--- config.mk ---
export PLATFORM = sky130hd
export DESIGN_NAME = lidar_frame_distance_average_core
export DESIGN_NICKNAME = d
export VERILOG_FILES = /design/src/rtl/core/lfda_pkg.sv /design/src/rtl/core/lfda_front.sv /design/src/rtl/core/lfda_queue.sv /design/src/rtl/core/lfda_back.sv /design/src/rtl/core/lidar_frame_distance_average_core.sv
export SDC_FILE = /design/constraint.sdc
export NUM_CORES = 1
export LEC_CHECK = 0
export BUFFER_PORTS_ARGS = -buffer_cell sky130_fd_sc_hd__buf_2
export CAP_MARGIN = 0
export CORE_MARGIN = 3
export CORE_UTILIZATION = 55
export DETAILED_ROUTE_END_ITERATION = 6
export PLACE_DENSITY_LB_ADDON = 0.2
export SYNTH_ARGS = -nofsm -noshare
export SYNTH_HDL_FRONTEND = slang
export SYNTH_SLANG_ARGS = --single-unit
--- constraint.sdc ---
create_clock -name clock -period 6.1 [get_ports clock]
set_clock_uncertainty 0.15 [all_clocks]
set_input_delay 1.83 -clock clock [delete_from_list [all_inputs] [get_ports clock]]
set_output_delay 1.83 -clock clock [all_outputs]
set_load 0.02 [all_outputs]
--- src/rtl/core/lfda_pkg.sv ---
// Shared types and constants of the lidar frame distance average core.
// Holds widths, reset values, register indexes and the batch record type.
// No dependencies; every other file of the core refers to it by scoped names.
`default_nettype none

package lfda_pkg;

   // Bytes of one batch that take part in parsing; later bytes are dropped.
   localparam int BATCH_MAX_BYTES = 128;
   localparam int BATCH_CNT_W     = $clog2(BATCH_MAX_BYTES + 1);

   localparam int BYTE_W   = 8;
   localparam int STRIDE_W = 5;
   localparam int POS_W    = 4;
   localparam int DIST_W   = 16;
   localparam int SUM_W    = 22;
   localparam int CNT_W    = 7;
   localparam int STEP_W   = $clog2(SUM_W);

   localparam logic [BYTE_W-1:0]   SYNC_RESET   = 8'h59;
   localparam logic [STRIDE_W-1:0] STRIDE_RESET = 5'd9;
   localparam logic [STRIDE_W-1:0] STRIDE_MIN   = 5'd2;
   localparam logic [STRIDE_W-1:0] STRIDE_MAX   = 5'd16;
   localparam logic [CNT_W-1:0]    PAIR_LIMIT   = 7'd64;

   // Configuration register indexes.
   typedef enum logic {
      CSR_SYNC_BYTE    = 1'b0,
      CSR_FRAME_STRIDE = 1'b1
   } csr_index_type;

   // Totals of one finished batch, handed from the parser to the divider.
   typedef struct packed {
      logic [SUM_W-1:0] sum;
      logic [CNT_W-1:0] count;
   } batch_type;

   // Fill status of the batch queue.
   typedef struct packed {
      logic empty;
      logic full;
   } queue_status_type;

endpackage

`default_nettype wire

--- src/rtl/core/lfda_front.sv ---
// Byte parser of the lidar frame distance average core: sync hunt, distance pair
// extraction and running totals. Holds the configuration registers.
// Depends on lfda_pkg.
`default_nettype none

module lfda_front (
   input  wire logic                          clock,
   input  wire logic                          reset,
   input  wire logic                          csr_write_enable,
   input  wire lfda_pkg::csr_index_type       csr_index,
   input  wire logic [lfda_pkg::BYTE_W-1:0]   csr_write_data,
   input  wire logic                          accept,
   input  wire logic [lfda_pkg::BYTE_W-1:0]   rx_byte,
   input  wire logic                          batch_last,
   output logic                               push,
   output lfda_pkg::batch_type                push_batch
);

   logic [lfda_pkg::BYTE_W-1:0]      sync_byte_ff;
   logic [lfda_pkg::STRIDE_W-1:0]    frame_stride_ff;

   logic                             synced_ff, synced_in;
   logic                             prev_sync_ff, prev_sync_in;
   logic [lfda_pkg::POS_W-1:0]       pos_ff, pos_in;
   logic [lfda_pkg::BYTE_W-1:0]      low_ff, low_in;
   logic [lfda_pkg::SUM_W-1:0]       sum_ff, sum_in;
   logic [lfda_pkg::CNT_W-1:0]       cnt_ff, cnt_in;
   logic [lfda_pkg::BATCH_CNT_W-1:0] bytes_ff, bytes_in;

   logic [lfda_pkg::STRIDE_W-1:0]    stride_eff;
   logic [lfda_pkg::STRIDE_W-1:0]    pos_plus;
   logic                             in_range;
   logic                             is_sync;
   logic                             byte_add;
   logic                             dangle_add;
   logic [lfda_pkg::DIST_W-1:0]      pair_value;

   // Configuration registers.
   always_ff @(posedge clock) begin
      if (reset) begin
         sync_byte_ff    <= lfda_pkg::SYNC_RESET;
         frame_stride_ff <= lfda_pkg::STRIDE_RESET;
      end else if (csr_write_enable) begin
         unique case (csr_index)
            lfda_pkg::CSR_SYNC_BYTE: begin
               sync_byte_ff <= csr_write_data;
            end
            lfda_pkg::CSR_FRAME_STRIDE: begin
               frame_stride_ff <= csr_write_data[lfda_pkg::STRIDE_W-1:0];
            end
            default: begin
            end
         endcase
      end
   end

   always_comb begin
      if (frame_stride_ff < lfda_pkg::STRIDE_MIN) begin
         stride_eff = lfda_pkg::STRIDE_MIN;
      end else if (frame_stride_ff > lfda_pkg::STRIDE_MAX) begin
         stride_eff = lfda_pkg::STRIDE_MAX;
      end else begin
         stride_eff = frame_stride_ff;
      end
   end

   assign pos_plus = {1'b0, pos_ff} + 5'd1;
   assign in_range = bytes_ff < lfda_pkg::BATCH_CNT_W'(lfda_pkg::BATCH_MAX_BYTES);
   assign is_sync  = (rx_byte == sync_byte_ff);

   always_comb begin
      synced_in    = synced_ff;
      prev_sync_in = prev_sync_ff;
      pos_in       = pos_ff;
      low_in       = low_ff;
      bytes_in     = bytes_ff;
      byte_add     = 1'b0;

      if (in_range) begin
         bytes_in = bytes_ff + 1'b1;
         if (!synced_ff) begin
            if (is_sync && prev_sync_ff) begin
               synced_in = 1'b1;
               pos_in    = '0;
            end
            prev_sync_in = is_sync;
         end else begin
            if (pos_ff == 4'd0) begin
               low_in = rx_byte;
            end else if (pos_ff == 4'd1) begin
               byte_add = 1'b1;
            end
            if (pos_plus >= stride_eff) begin
               pos_in = '0;
            end else begin
               pos_in = pos_plus[lfda_pkg::POS_W-1:0];
            end
         end
      end

      // A low byte still waiting for its high byte at batch end pairs with zero.
      // It cannot coincide with a byte completing a pair in the same transfer.
      dangle_add = batch_last && synced_in && (pos_in == 4'd1);
      pair_value = {(byte_add ? rx_byte : 8'd0), low_in};

      sum_in = sum_ff;
      cnt_in = cnt_ff;
      if ((byte_add || dangle_add) && (cnt_ff < lfda_pkg::PAIR_LIMIT)) begin
         sum_in = sum_ff + {{(lfda_pkg::SUM_W - lfda_pkg::DIST_W){1'b0}}, pair_value};
         cnt_in = cnt_ff + 1'b1;
      end
   end

   assign push             = accept && batch_last;
   assign push_batch.sum   = sum_in;
   assign push_batch.count = cnt_in;

   always_ff @(posedge clock) begin
      if (reset || push) begin
         synced_ff    <= 1'b0;
         prev_sync_ff <= 1'b0;
         pos_ff       <= '0;
         low_ff       <= '0;
         sum_ff       <= '0;
         cnt_ff       <= '0;
         bytes_ff     <= '0;
      end else if (accept) begin
         synced_ff    <= synced_in;
         prev_sync_ff <= prev_sync_in;
         pos_ff       <= pos_in;
         low_ff       <= low_in;
         sum_ff       <= sum_in;
         cnt_ff       <= cnt_in;
         bytes_ff     <= bytes_in;
      end
   end

endmodule

`default_nettype wire

--- src/rtl/core/lfda_queue.sv ---
// Two-entry queue of finished batch totals between parser and divider.
// Depends on lfda_pkg.
`default_nettype none

module lfda_queue (
   input  wire logic                      clock,
   input  wire logic                      reset,
   input  wire logic                      push,
   input  wire lfda_pkg::batch_type       push_batch,
   input  wire logic                      pop,
   output lfda_pkg::batch_type            head,
   output lfda_pkg::queue_status_type     status
);

   lfda_pkg::batch_type entry_ff [2];
   logic                wr_ptr_ff;
   logic                rd_ptr_ff;
   logic [1:0]          fill_ff;

   always_ff @(posedge clock) begin
      if (push) begin
         entry_ff[wr_ptr_ff] <= push_batch;
      end
   end

   always_ff @(posedge clock) begin
      if (reset) begin
         wr_ptr_ff <= 1'b0;
         rd_ptr_ff <= 1'b0;
         fill_ff   <= 2'd0;
      end else begin
         if (push) begin
            wr_ptr_ff <= ~wr_ptr_ff;
         end
         if (pop) begin
            rd_ptr_ff <= ~rd_ptr_ff;
         end
         case ({push, pop})
            2'b10:   fill_ff <= fill_ff + 2'd1;
            2'b01:   fill_ff <= fill_ff - 2'd1;
            default: fill_ff <= fill_ff;
         endcase
      end
   end

   assign head         = entry_ff[rd_ptr_ff];
   assign status.empty = (fill_ff == 2'd0);
   assign status.full  = (fill_ff == 2'd2);

endmodule

`default_nettype wire

--- src/rtl/core/lfda_back.sv ---
// Averaging back end: takes batch totals from the queue, divides the sum by the
// pair count one quotient bit per cycle and holds the result for transfer.
// Depends on lfda_pkg.
`default_nettype none

module lfda_back (
   input  wire logic                           clock,
   input  wire logic                           reset,
   input  wire lfda_pkg::batch_type            head,
   input  wire lfda_pkg::queue_status_type     status,
   output logic                                pop,
   output logic                                rsp_valid,
   input  wire logic                           rsp_stall,
   output logic [lfda_pkg::DIST_W-1:0]         rsp_avg_distance,
   output logic [lfda_pkg::CNT_W-1:0]          rsp_frame_count,
   output logic                                rsp_no_data
);

   typedef enum logic [1:0] {
      BACK_IDLE = 2'b01,
      BACK_DIV  = 2'b10
   } back_state_type;

   back_state_type                 state_ff, state_in;
   logic [lfda_pkg::SUM_W-1:0]     dvd_ff;
   logic [lfda_pkg::SUM_W-1:0]     quo_ff;
   logic [lfda_pkg::CNT_W-1:0]     rem_ff;
   logic [lfda_pkg::CNT_W-1:0]     div_ff;
   logic [lfda_pkg::STEP_W-1:0]    step_ff;

   logic                           rsp_valid_ff;
   logic [lfda_pkg::DIST_W-1:0]    avg_ff;
   logic [lfda_pkg::CNT_W-1:0]     cnt_ff;
   logic                           no_data_ff;

   logic [lfda_pkg::CNT_W:0]       trial;
   logic [lfda_pkg::CNT_W:0]       trial_sub;
   logic                           fits;
   logic                           last_step;
   logic [lfda_pkg::SUM_W-1:0]     quo_next;

   assign pop       = (state_ff == BACK_IDLE) && !status.empty && !rsp_valid_ff;
   assign trial     = {rem_ff, dvd_ff[lfda_pkg::SUM_W-1]};
   assign trial_sub = trial - {1'b0, div_ff};
   assign fits      = (trial >= {1'b0, div_ff});
   assign last_step = (step_ff == lfda_pkg::STEP_W'(lfda_pkg::SUM_W - 1));
   assign quo_next  = {quo_ff[lfda_pkg::SUM_W-2:0], fits};

   always_comb begin
      state_in = state_ff;
      unique case (state_ff)
         BACK_IDLE: begin
            if (pop && (head.count != '0)) begin
               state_in = BACK_DIV;
            end
         end
         BACK_DIV: begin
            if (last_step) begin
               state_in = BACK_IDLE;
            end
         end
         default: begin
            state_in = BACK_IDLE;
         end
      endcase
   end

   always_ff @(posedge clock) begin
      if (reset) begin
         state_ff <= BACK_IDLE;
      end else begin
         state_ff <= state_in;
      end
   end

   // Restoring division datapath.
   always_ff @(posedge clock) begin
      if (pop) begin
         dvd_ff  <= head.sum;
         div_ff  <= head.count;
         rem_ff  <= '0;
         quo_ff  <= '0;
         step_ff <= '0;
      end else if (state_ff == BACK_DIV) begin
         dvd_ff  <= {dvd_ff[lfda_pkg::SUM_W-2:0], 1'b0};
         rem_ff  <= fits ? trial_sub[lfda_pkg::CNT_W-1:0] : trial[lfda_pkg::CNT_W-1:0];
         quo_ff  <= quo_next;
         step_ff <= step_ff + 1'b1;
      end
   end

   always_ff @(posedge clock) begin
      if (reset) begin
         rsp_valid_ff <= 1'b0;
      end else if (pop && (head.count == '0)) begin
         rsp_valid_ff <= 1'b1;
      end else if ((state_ff == BACK_DIV) && last_step) begin
         rsp_valid_ff <= 1'b1;
      end else if (rsp_valid_ff && !rsp_stall) begin
         rsp_valid_ff <= 1'b0;
      end
   end

   always_ff @(posedge clock) begin
      if (pop && (head.count == '0)) begin
         avg_ff     <= '0;
         cnt_ff     <= '0;
         no_data_ff <= 1'b1;
      end else if ((state_ff == BACK_DIV) && last_step) begin
         avg_ff     <= quo_next[lfda_pkg::DIST_W-1:0];
         cnt_ff     <= div_ff;
         no_data_ff <= 1'b0;
      end
   end

   assign rsp_valid        = rsp_valid_ff;
   assign rsp_avg_distance = avg_ff;
   assign rsp_frame_count  = cnt_ff;
   assign rsp_no_data      = no_data_ff;

endmodule

`default_nettype wire

--- src/rtl/core/lidar_frame_distance_average_core.sv ---
// Lidar frame distance average core: byte parser, batch queue and divider back end.
// Bytes transfer at one per cycle unless req_stall is high. The bit-serial divider
// averages one batch at a time, while the queue lets the bytes of later batches
// stream in. A batch without distance pairs skips the divider.
// Reset is synchronous and active high; it restores default registers and empties
// all batch state. Depends on lfda_pkg, lfda_front, lfda_queue and lfda_back.
`default_nettype none

module lidar_frame_distance_average_core (
   input  wire logic                          clock,
   input  wire logic                          reset,

   input  wire logic                          csr_write_enable,
   input  wire logic                          csr_index,
   input  wire logic [lfda_pkg::BYTE_W-1:0]   csr_write_data,

   input  wire logic                          req_valid,
   output logic                               req_stall,
   input  wire logic [lfda_pkg::BYTE_W-1:0]   req_rx_byte,
   input  wire logic                          req_batch_last,

   output logic                               rsp_valid,
   input  wire logic                          rsp_stall,
   output logic [lfda_pkg::DIST_W-1:0]        rsp_avg_distance,
   output logic [lfda_pkg::CNT_W-1:0]         rsp_frame_count,
   output logic                               rsp_no_data
);

   // The parser works on every byte in the cycle it transfers and only needs
   // room in the queue when a batch ends. It stalls whenever the queue is full,
   // which only happens when two finished batches wait for the divider.
   logic                         accept;
   logic                         push;
   logic                         pop;
   lfda_pkg::batch_type          push_batch;
   lfda_pkg::batch_type          head;
   lfda_pkg::queue_status_type   status;

   assign req_stall = status.full;
   assign accept    = req_valid && !req_stall;

   lfda_front u_front (
      .clock            (clock),
      .reset            (reset),
      .csr_write_enable (csr_write_enable),
      .csr_index        (lfda_pkg::csr_index_type'(csr_index)),
      .csr_write_data   (csr_write_data),
      .accept           (accept),
      .rx_byte          (req_rx_byte),
      .batch_last       (req_batch_last),
      .push             (push),
      .push_batch       (push_batch)
   );

   // The queue decouples byte parsing from the long division, so a new batch
   // can stream in while the previous one is still being averaged.
   lfda_queue u_queue (
      .clock      (clock),
      .reset      (reset),
      .push       (push),
      .push_batch (push_batch),
      .pop        (pop),
      .head       (head),
      .status     (status)
   );

   // The back end pops one batch at a time, only while its output register is
   // free, and divides the distance sum by the pair count one bit per cycle.
   lfda_back u_back (
      .clock            (clock),
      .reset            (reset),
      .head             (head),
      .status           (status),
      .pop              (pop),
      .rsp_valid        (rsp_valid),
      .rsp_stall        (rsp_stall),
      .rsp_avg_distance (rsp_avg_distance),
      .rsp_frame_count  (rsp_frame_count),
      .rsp_no_data      (rsp_no_data)
   );

   // A batch end must never arrive at a full queue.
   a_no_overflow: assert property (@(posedge clock) disable iff (reset)
      !(push && status.full))
      else $error("batch queue overflow");

   // The no-data flag matches an empty pair count.
   a_no_data_count: assert property (@(posedge clock) disable iff (reset)
      rsp_valid |-> (rsp_no_data == (rsp_frame_count == '0)))
      else $error("no_data disagrees with frame_count");

   // An empty batch reports a zero average.
   a_no_data_avg: assert property (@(posedge clock) disable iff (reset)
      (rsp_valid && rsp_no_data) |-> (rsp_avg_distance == '0))
      else $error("empty batch with nonzero average");

   // The pair count never exceeds the pair limit.
   a_count_limit: assert property (@(posedge clock) disable iff (reset)
      rsp_valid |-> (rsp_frame_count <= lfda_pkg::PAIR_LIMIT))
      else $error("frame_count beyond pair limit");

   // Nothing is popped while a result still waits to transfer.
   a_pop_free: assert property (@(posedge clock) disable iff (reset)
      pop |-> !rsp_valid)
      else $error("pop while result pending");

endmodule

`default_nettype wire

Word level (Yosys, flattened, before mapping)
Memories as Yosys holds them, arrays and structs flattened. A register that Yosys moved wholly into a read port is not among the register bits.
Index checks and enable logic that the tools add are counted.
- $add $sub $neg: 8
- magnitude comparators: 6
- eq/ne operators: 11
- multiplexer cells: 33
- bitwise gates (word level): 4
- reduce and logical (&&, ||, !) cells: 30
- operators with widths (kind ; count):
    $mux W22 ; 3
    $mux W8 ; 4
    $add A22 B16 Y22 ; 1
    $mux W4 ; 4
    $mux W1 ; 14
    $mux W7 ; 2
    $logic_and A1 B1 Y1 ; 12
    $mux W5 ; 2
    $add A8 B1 Y8 const B ; 1
    $eq A4 B1 Y1 const B ; 2
    $eq A8 B8 Y1 ; 1
    $ge A8 B7 Y1 ; 1
    $lt A8 B8 Y1 const B ; 1
    $pmux W2 S2 ; 2
    $reduce_and A2 Y1 ; 4
    $add A7 B1 Y7 const B ; 1
    $logic_not A7 Y1 ; 1
    $lt A7 B7 Y1 const B ; 1
    $reduce_bool A7 Y1 ; 1
    $sub A7 B7 Y7 ; 1
    $eq A2 B2 Y1 const B ; 3
    $add A4 B1 Y5 const B ; 1
    $add A5 B1 Y5 const B ; 1
    $eq A5 B5 Y1 const B ; 1
    other kinds (17) ; 27
- register bits: 151
- RAM bits: 58
- bits of input ports: 23
- memories: 1
- memory list (name ; depth ; bits a word ; read ports ; clocked after memory_dff ; write ports ; line ; source):
    u_queue.entry_ff ; 2 ; 29 ; 1 ; 1 ; 1 ; lfda_queue.sv:15 ; lfda_pkg::batch_type entry_ff [2];

Longest topological paths before layout
- depth in word-level cells: 12
- gate-level depth with buffers: 15

Cells and area by module
Synthesis repeated with hierarchy kept, for this count alone.
- cells, all modules: 1010
- area total of the unflattened synthesis: 10090.9 um^2
- by module, submodules not included (module ; times used ; cells an instance ; area an instance (um^2)):
    lfda_front ; 1 ; 505 ; 4237.8
    lfda_back ; 1 ; 392 ; 3548.4
    lfda_queue ; 1 ; 112 ; 2290.9
    lidar_frame_distance_average_core ; 1 ; 1 ; 13.8

Worst setup path after synthesis
Ideal clock, no wire load.
- kind: input to register
- start: input port req_rx_byte[0] in the netlist's numbering
- end: memory u_queue.entry_ff[0][21] in the netlist's numbering (data pin)
- arrival time: 4.115 ns
- slack: 1.572 ns
- cell stages on the path: 10
- path buffers: 0
- cell sequence: mux2_2 -> ha_1 -> fa_1 -> a211oi_1 -> nor2_2 -> o31ai_1 -> a21oi_1 -> mux2i_1 -> o211ai_1 -> mux2_2
- RTL lines (item ; line ; source):
    start, declared ; lidar_frame_distance_average_core.sv:19 ; input wire logic [lfda_pkg::BYTE_W-1:0] req_rx_byte,
    end, declared ; lfda_queue.sv:15 ;

==> results.json <==
{
  "outcome": "completed",
  "hold_end": "u_back.rsp_frame_count[4]",
  "finalNetCount": 1107,
  "timing_worst_slew_pin_value_ns": 1.13,
  "r2r_setup_slack_ns": 1.79,
  "synth_enable_flop_cells": 87,
  "power_per_cell_area_mw_per_mm2": 339,
  "timing.slew.headroom_pct": 24.3,
  "worst_hold_launch": "u_back.rsp_frame_count[4]",
  "insertedDiodeCount": 0,
  "maxClockFrequency_mhz": 221,
  "cts_root_buf": "sky130_fd_sc_hd__clkbuf_16",
  "cts_sink_cnt": 210,
  "die_area_mm2": 0.0197,
  "cell_depth_of_the_worst_flop_to_flop_path": 13,
  "h_tree_levels": 1,
  "power.ir.vdd_worst_v": 0.000271,
  "clock_insertion_delay_worst_skew_ns": 0.50,
  "core_area_mm2": 0.0175,
  "vias": 7071,
  "cp.arrival_ns": 4.62,
  "top_level_ports": 49,
  "cts-resized-gates": 0,
  "area_growth_pct": 11.1,
  "detailedPlacementHpwl_um": 12900,
  "initial_antenna_violation_count": 0,
  "timing.final.max_slew_violations": 0,
  "sequential_cell_area_mm2": 0.00507,
  "critical-path-slowest-cell": "sky130_fd_sc_hd__o31ai_1",
  "fillerInstances": 1411,
  "final_antenna_net_count": 0,
  "fraction_of_layout_cells_with_a_size_suffix_above_1_pct": 12.0,
  "first_global_vias": 6799,
  "most_instantiated_flip_flop_cell_in_the_synthesis_netlist": "sky130_fd_sc_hd__dfxtp_1",
  "netlist-cell-type-count": 69,
  "critical_path_class": "in -> reg",
  "crit_path_frequent_cell": "sky130_fd_sc_hd__mux2_2",
  "postRouteWirelength_um": 19400,
  "critPathLaunchType": "input pin",
  "final_area_mm2": 0.0111,
  "drt_pass1_iterations": 4,
  "synth_fp_nets": 1074,
  "drt_iter0_markers": 406,
  "syn_inst": 1013,
  "start_util_pct": 57.0,
  "power.static_leakage_uw": 0.00446,
  "place.port_buffers": 48,
  "seq_area_frac_synth_pct": 51.0,
  "grt.total_usage_pct": 19.8,
  "drt_drc_violations_left": 0,
  "total_cts_buffers": 23,
  "die-width_um": 141,
  "setup_viol": 0,
  "syn-cell-area_mm2": 0.00995,
  "die-height_um": 141,
  "placed_cell_area_mm2": 0.0103,
  "crit-reg2reg-capture": "u_queue.entry_ff[0][21]",
  "cp_cell_sequence": "buf_2, mux2_2, ha_1, fa_1, a211oi_1, nor2_2, o31ai_1, a21oi_1, mux2i_1, o211ai_1, mux2_2",
  "max_cap_violations": 0,
  "final-hold-violation-count": 0,
  "ctsHoldBuffers": 0,
  "worstReg2RegStart": "u_front.pos_ff[0]",
  "timing.critical_path.slowest_cell_delay_ns": 0.51,
  "via_per_inst": 5.49,
  "synthArstFlopShare_pct": 0,
  "grt_max_degree": 56,
  "rows": 48,
  "grt.overflow.total": 0,
  "data_required_time_of_the_worst_path_ns": 6.20,
  "layout_worst_path_cycle_share_pct": 74.1,
  "totalNegativeSetupSlack_ns": 0,
  "yosysWarningCount": 0,
  "bufs_on_longest_clock_path": 3,
  "hold_path_class": "reg -> reg",
  "period_minus_slack_ns": 4.52,
  "routabilityCongestion": 0.875,
  "wire_length_of_the_first_global_routing_pass_um": 33100,
  "clk_pin_slew_worst_paths_ns": 0.06,
  "path_max_fanout": 4,
  "post-cts-setup-buffer-count": 0,
  "syn_area_per_cell_um2": 9.83,
  "multi_input_comb_area_mm2": 0.00455,
  "synth.ff_latch_count": 210,
  "drt-wirelength-per-cell_um": 15.1,
  "clock_tree_from_tritoncts": "done",
  "critPathCaptureType": "register",
  "unrepaired_setup_endpoints_after_global_routing": "no",
  "hold_path_depth": 2
}
-- flip-flops by register name (all words and copies together) (netlist names), 2 cells and up, named ones only --
name,cells
u_back.state_ff,2
u_queue.entry_ff,58
u_back.dvd_ff,22
u_front.frame_stride_ff,5
u_back.rem_ff,7
u_front.sum_ff,22
u_back.div_ff,7
u_front.cnt_ff,7
u_front.low_ff,8
u_back.rsp_avg_distance,16
u_front.pos_ff,4
u_back.step_ff,5
u_front.sync_byte_ff,8
u_queue.fill_ff,2
u_front.bytes_ff,8
u_back.rsp_frame_count,7
u_back.quo_ff,15
-- power breakdown --
part	switching, uW	total, uW	internal (uW)
clock network	540	1370	833
registers	74.3	1770	1690
logic	395	603	207
total	1010	3750	2740
-- critical path: cells and delay by family --
kind | cells | cell delay [ns]
AND/OR/NAND/NOR | 1 | 0.10
multiplexers | 3 | 0.77
adder cells (fa/ha/maj) | 2 | 0.65
buffers and inverters | 1 | 0.12
AO/OA/AOI/OAI | 4 | 1.15
-- per-stage QoR --
step                power (uW)  hold slack (ns)  util, %  std cells  setup WS [ns]
CTS                       3790            0.302     63.3       1288           1.67
floorplan                 2230            0.281        -       1013           1.57
detailed placement        2410            0.286     58.9       1246           1.16
global placement          2380            0.283     58.9       1246           1.24
global route              3930            0.331     63.3       1288           1.48
finish                    3750            0.300     63.3       1288           1.58
-- area by class of cell --
class,instances,share of cell area (%)
clock buffer,36,6.31
clock inverter,6,0.599
inverter,22,0.747
multi-input combinational,732,41.1
sequential,210,45.9
tap,225,2.54
timing repair buffer,57,2.78
-- metal layers --
layer,vias up,wire length (um),track usage [%]
li1,3634,-,-
met1,3284,9290,27.4
met2,115,8940,32.7
met3,38,711,2.97
met4,0,476,5.35
met5,-,0,0
-- kinds of logic after synthesis --
kind of cell             share of synthesized area, %
XOR/XNOR                                         4.31
AND/OR/NAND/NOR                                  18.0
AO/OA/AOI/OAI                                    12.1
multiplexers                                     6.35
adder cells (fa/ha/maj)                          4.93
flip-flops                                       51.0
buffers and inverters                            3.33
-- cells in the final DEF, fill, tap and decap left out, types with 13 or more instances in the layout --
cell type,count
sky130_fd_sc_hd__a21oi_1,70
sky130_fd_sc_hd__and2_1,13
sky130_fd_sc_hd__buf_2,48
sky130_fd_sc_hd__clkbuf_16,25
sky130_fd_sc_hd__dfxtp_1,123
sky130_fd_sc_hd__edfxtp_1,87
sky130_fd_sc_hd__ha_1,36
sky130_fd_sc_hd__inv_1,22
sky130_fd_sc_hd__mux2_2,17
sky130_fd_sc_hd__mux2i_1,44
sky130_fd_sc_hd__nand2_1,193
sky130_fd_sc_hd__nand3_1,23
sky130_fd_sc_hd__nand4_1,13
sky130_fd_sc_hd__nor2_1,75
sky130_fd_sc_hd__nor2b_1,16
sky130_fd_sc_hd__nor3_1,15
sky130_fd_sc_hd__o21ai_0,57
sky130_fd_sc_hd__xnor2_1,26
sky130_fd_sc_hd__xor2_1,23
-- worst max path at each step --
| stage | start | end | slack [ns] | depth (start not counted) |
|---|---|---|---|---|
| 2_1_floorplan | req_rx_byte[0] | u_queue.entry_ff[0][21] | 1.57 | 10 |
| 3_3_place_gp | req_rx_byte[0] | u_queue.entry_ff[0][21] | 1.24 | 11 |
| 3_5_place_dp | req_rx_byte[0] | u_queue.entry_ff[0][21] | 1.16 | 11 |
| 4_1_cts | req_rx_byte[0] | u_queue.entry_ff[0][21] | 1.67 | 11 |
| 5_1_grt | req_rx_byte[0] | u_queue.entry_ff[0][21] | 1.48 | 11 |
| 6_report | req_rx_byte[0] | u_queue.entry_ff[0][21] | 1.58 | 11 |
-- cells in the mapped netlist (all sizes together) (3+ instances only) --
cell type,count,area share [%]
a21o,9,0.68
dfxtp,123,25
a21oi,71,3.6
nand3,23,1.2
mux2i,44,4.4
xnor2,26,2.3
buf,22,1.5
ha,36,4.5
nand2,195,7.4
nor2,78,3.0
mux2,17,1.9
edfxtp,87,26
o21a,3,0.23
or3,3,0.19
nand2b,6,0.38
a211o,7,0.62
inv,22,0.83
o31ai,5,0.38
nand4,13,0.82
and2,13,0.82
nor3b,4,0.30
nor3,15,0.75
or4,4,0.30
nor2b,16,1.0
and3,10,0.63
xor2,23,2.0
clkbuf,27,1.0
a211oi,10,0.85
o21ai,60,3.0
or2,3,0.19
o211ai,5,0.38
a31oi,3,0.19
Note: power is estimated with default switching activity, not from simulation.
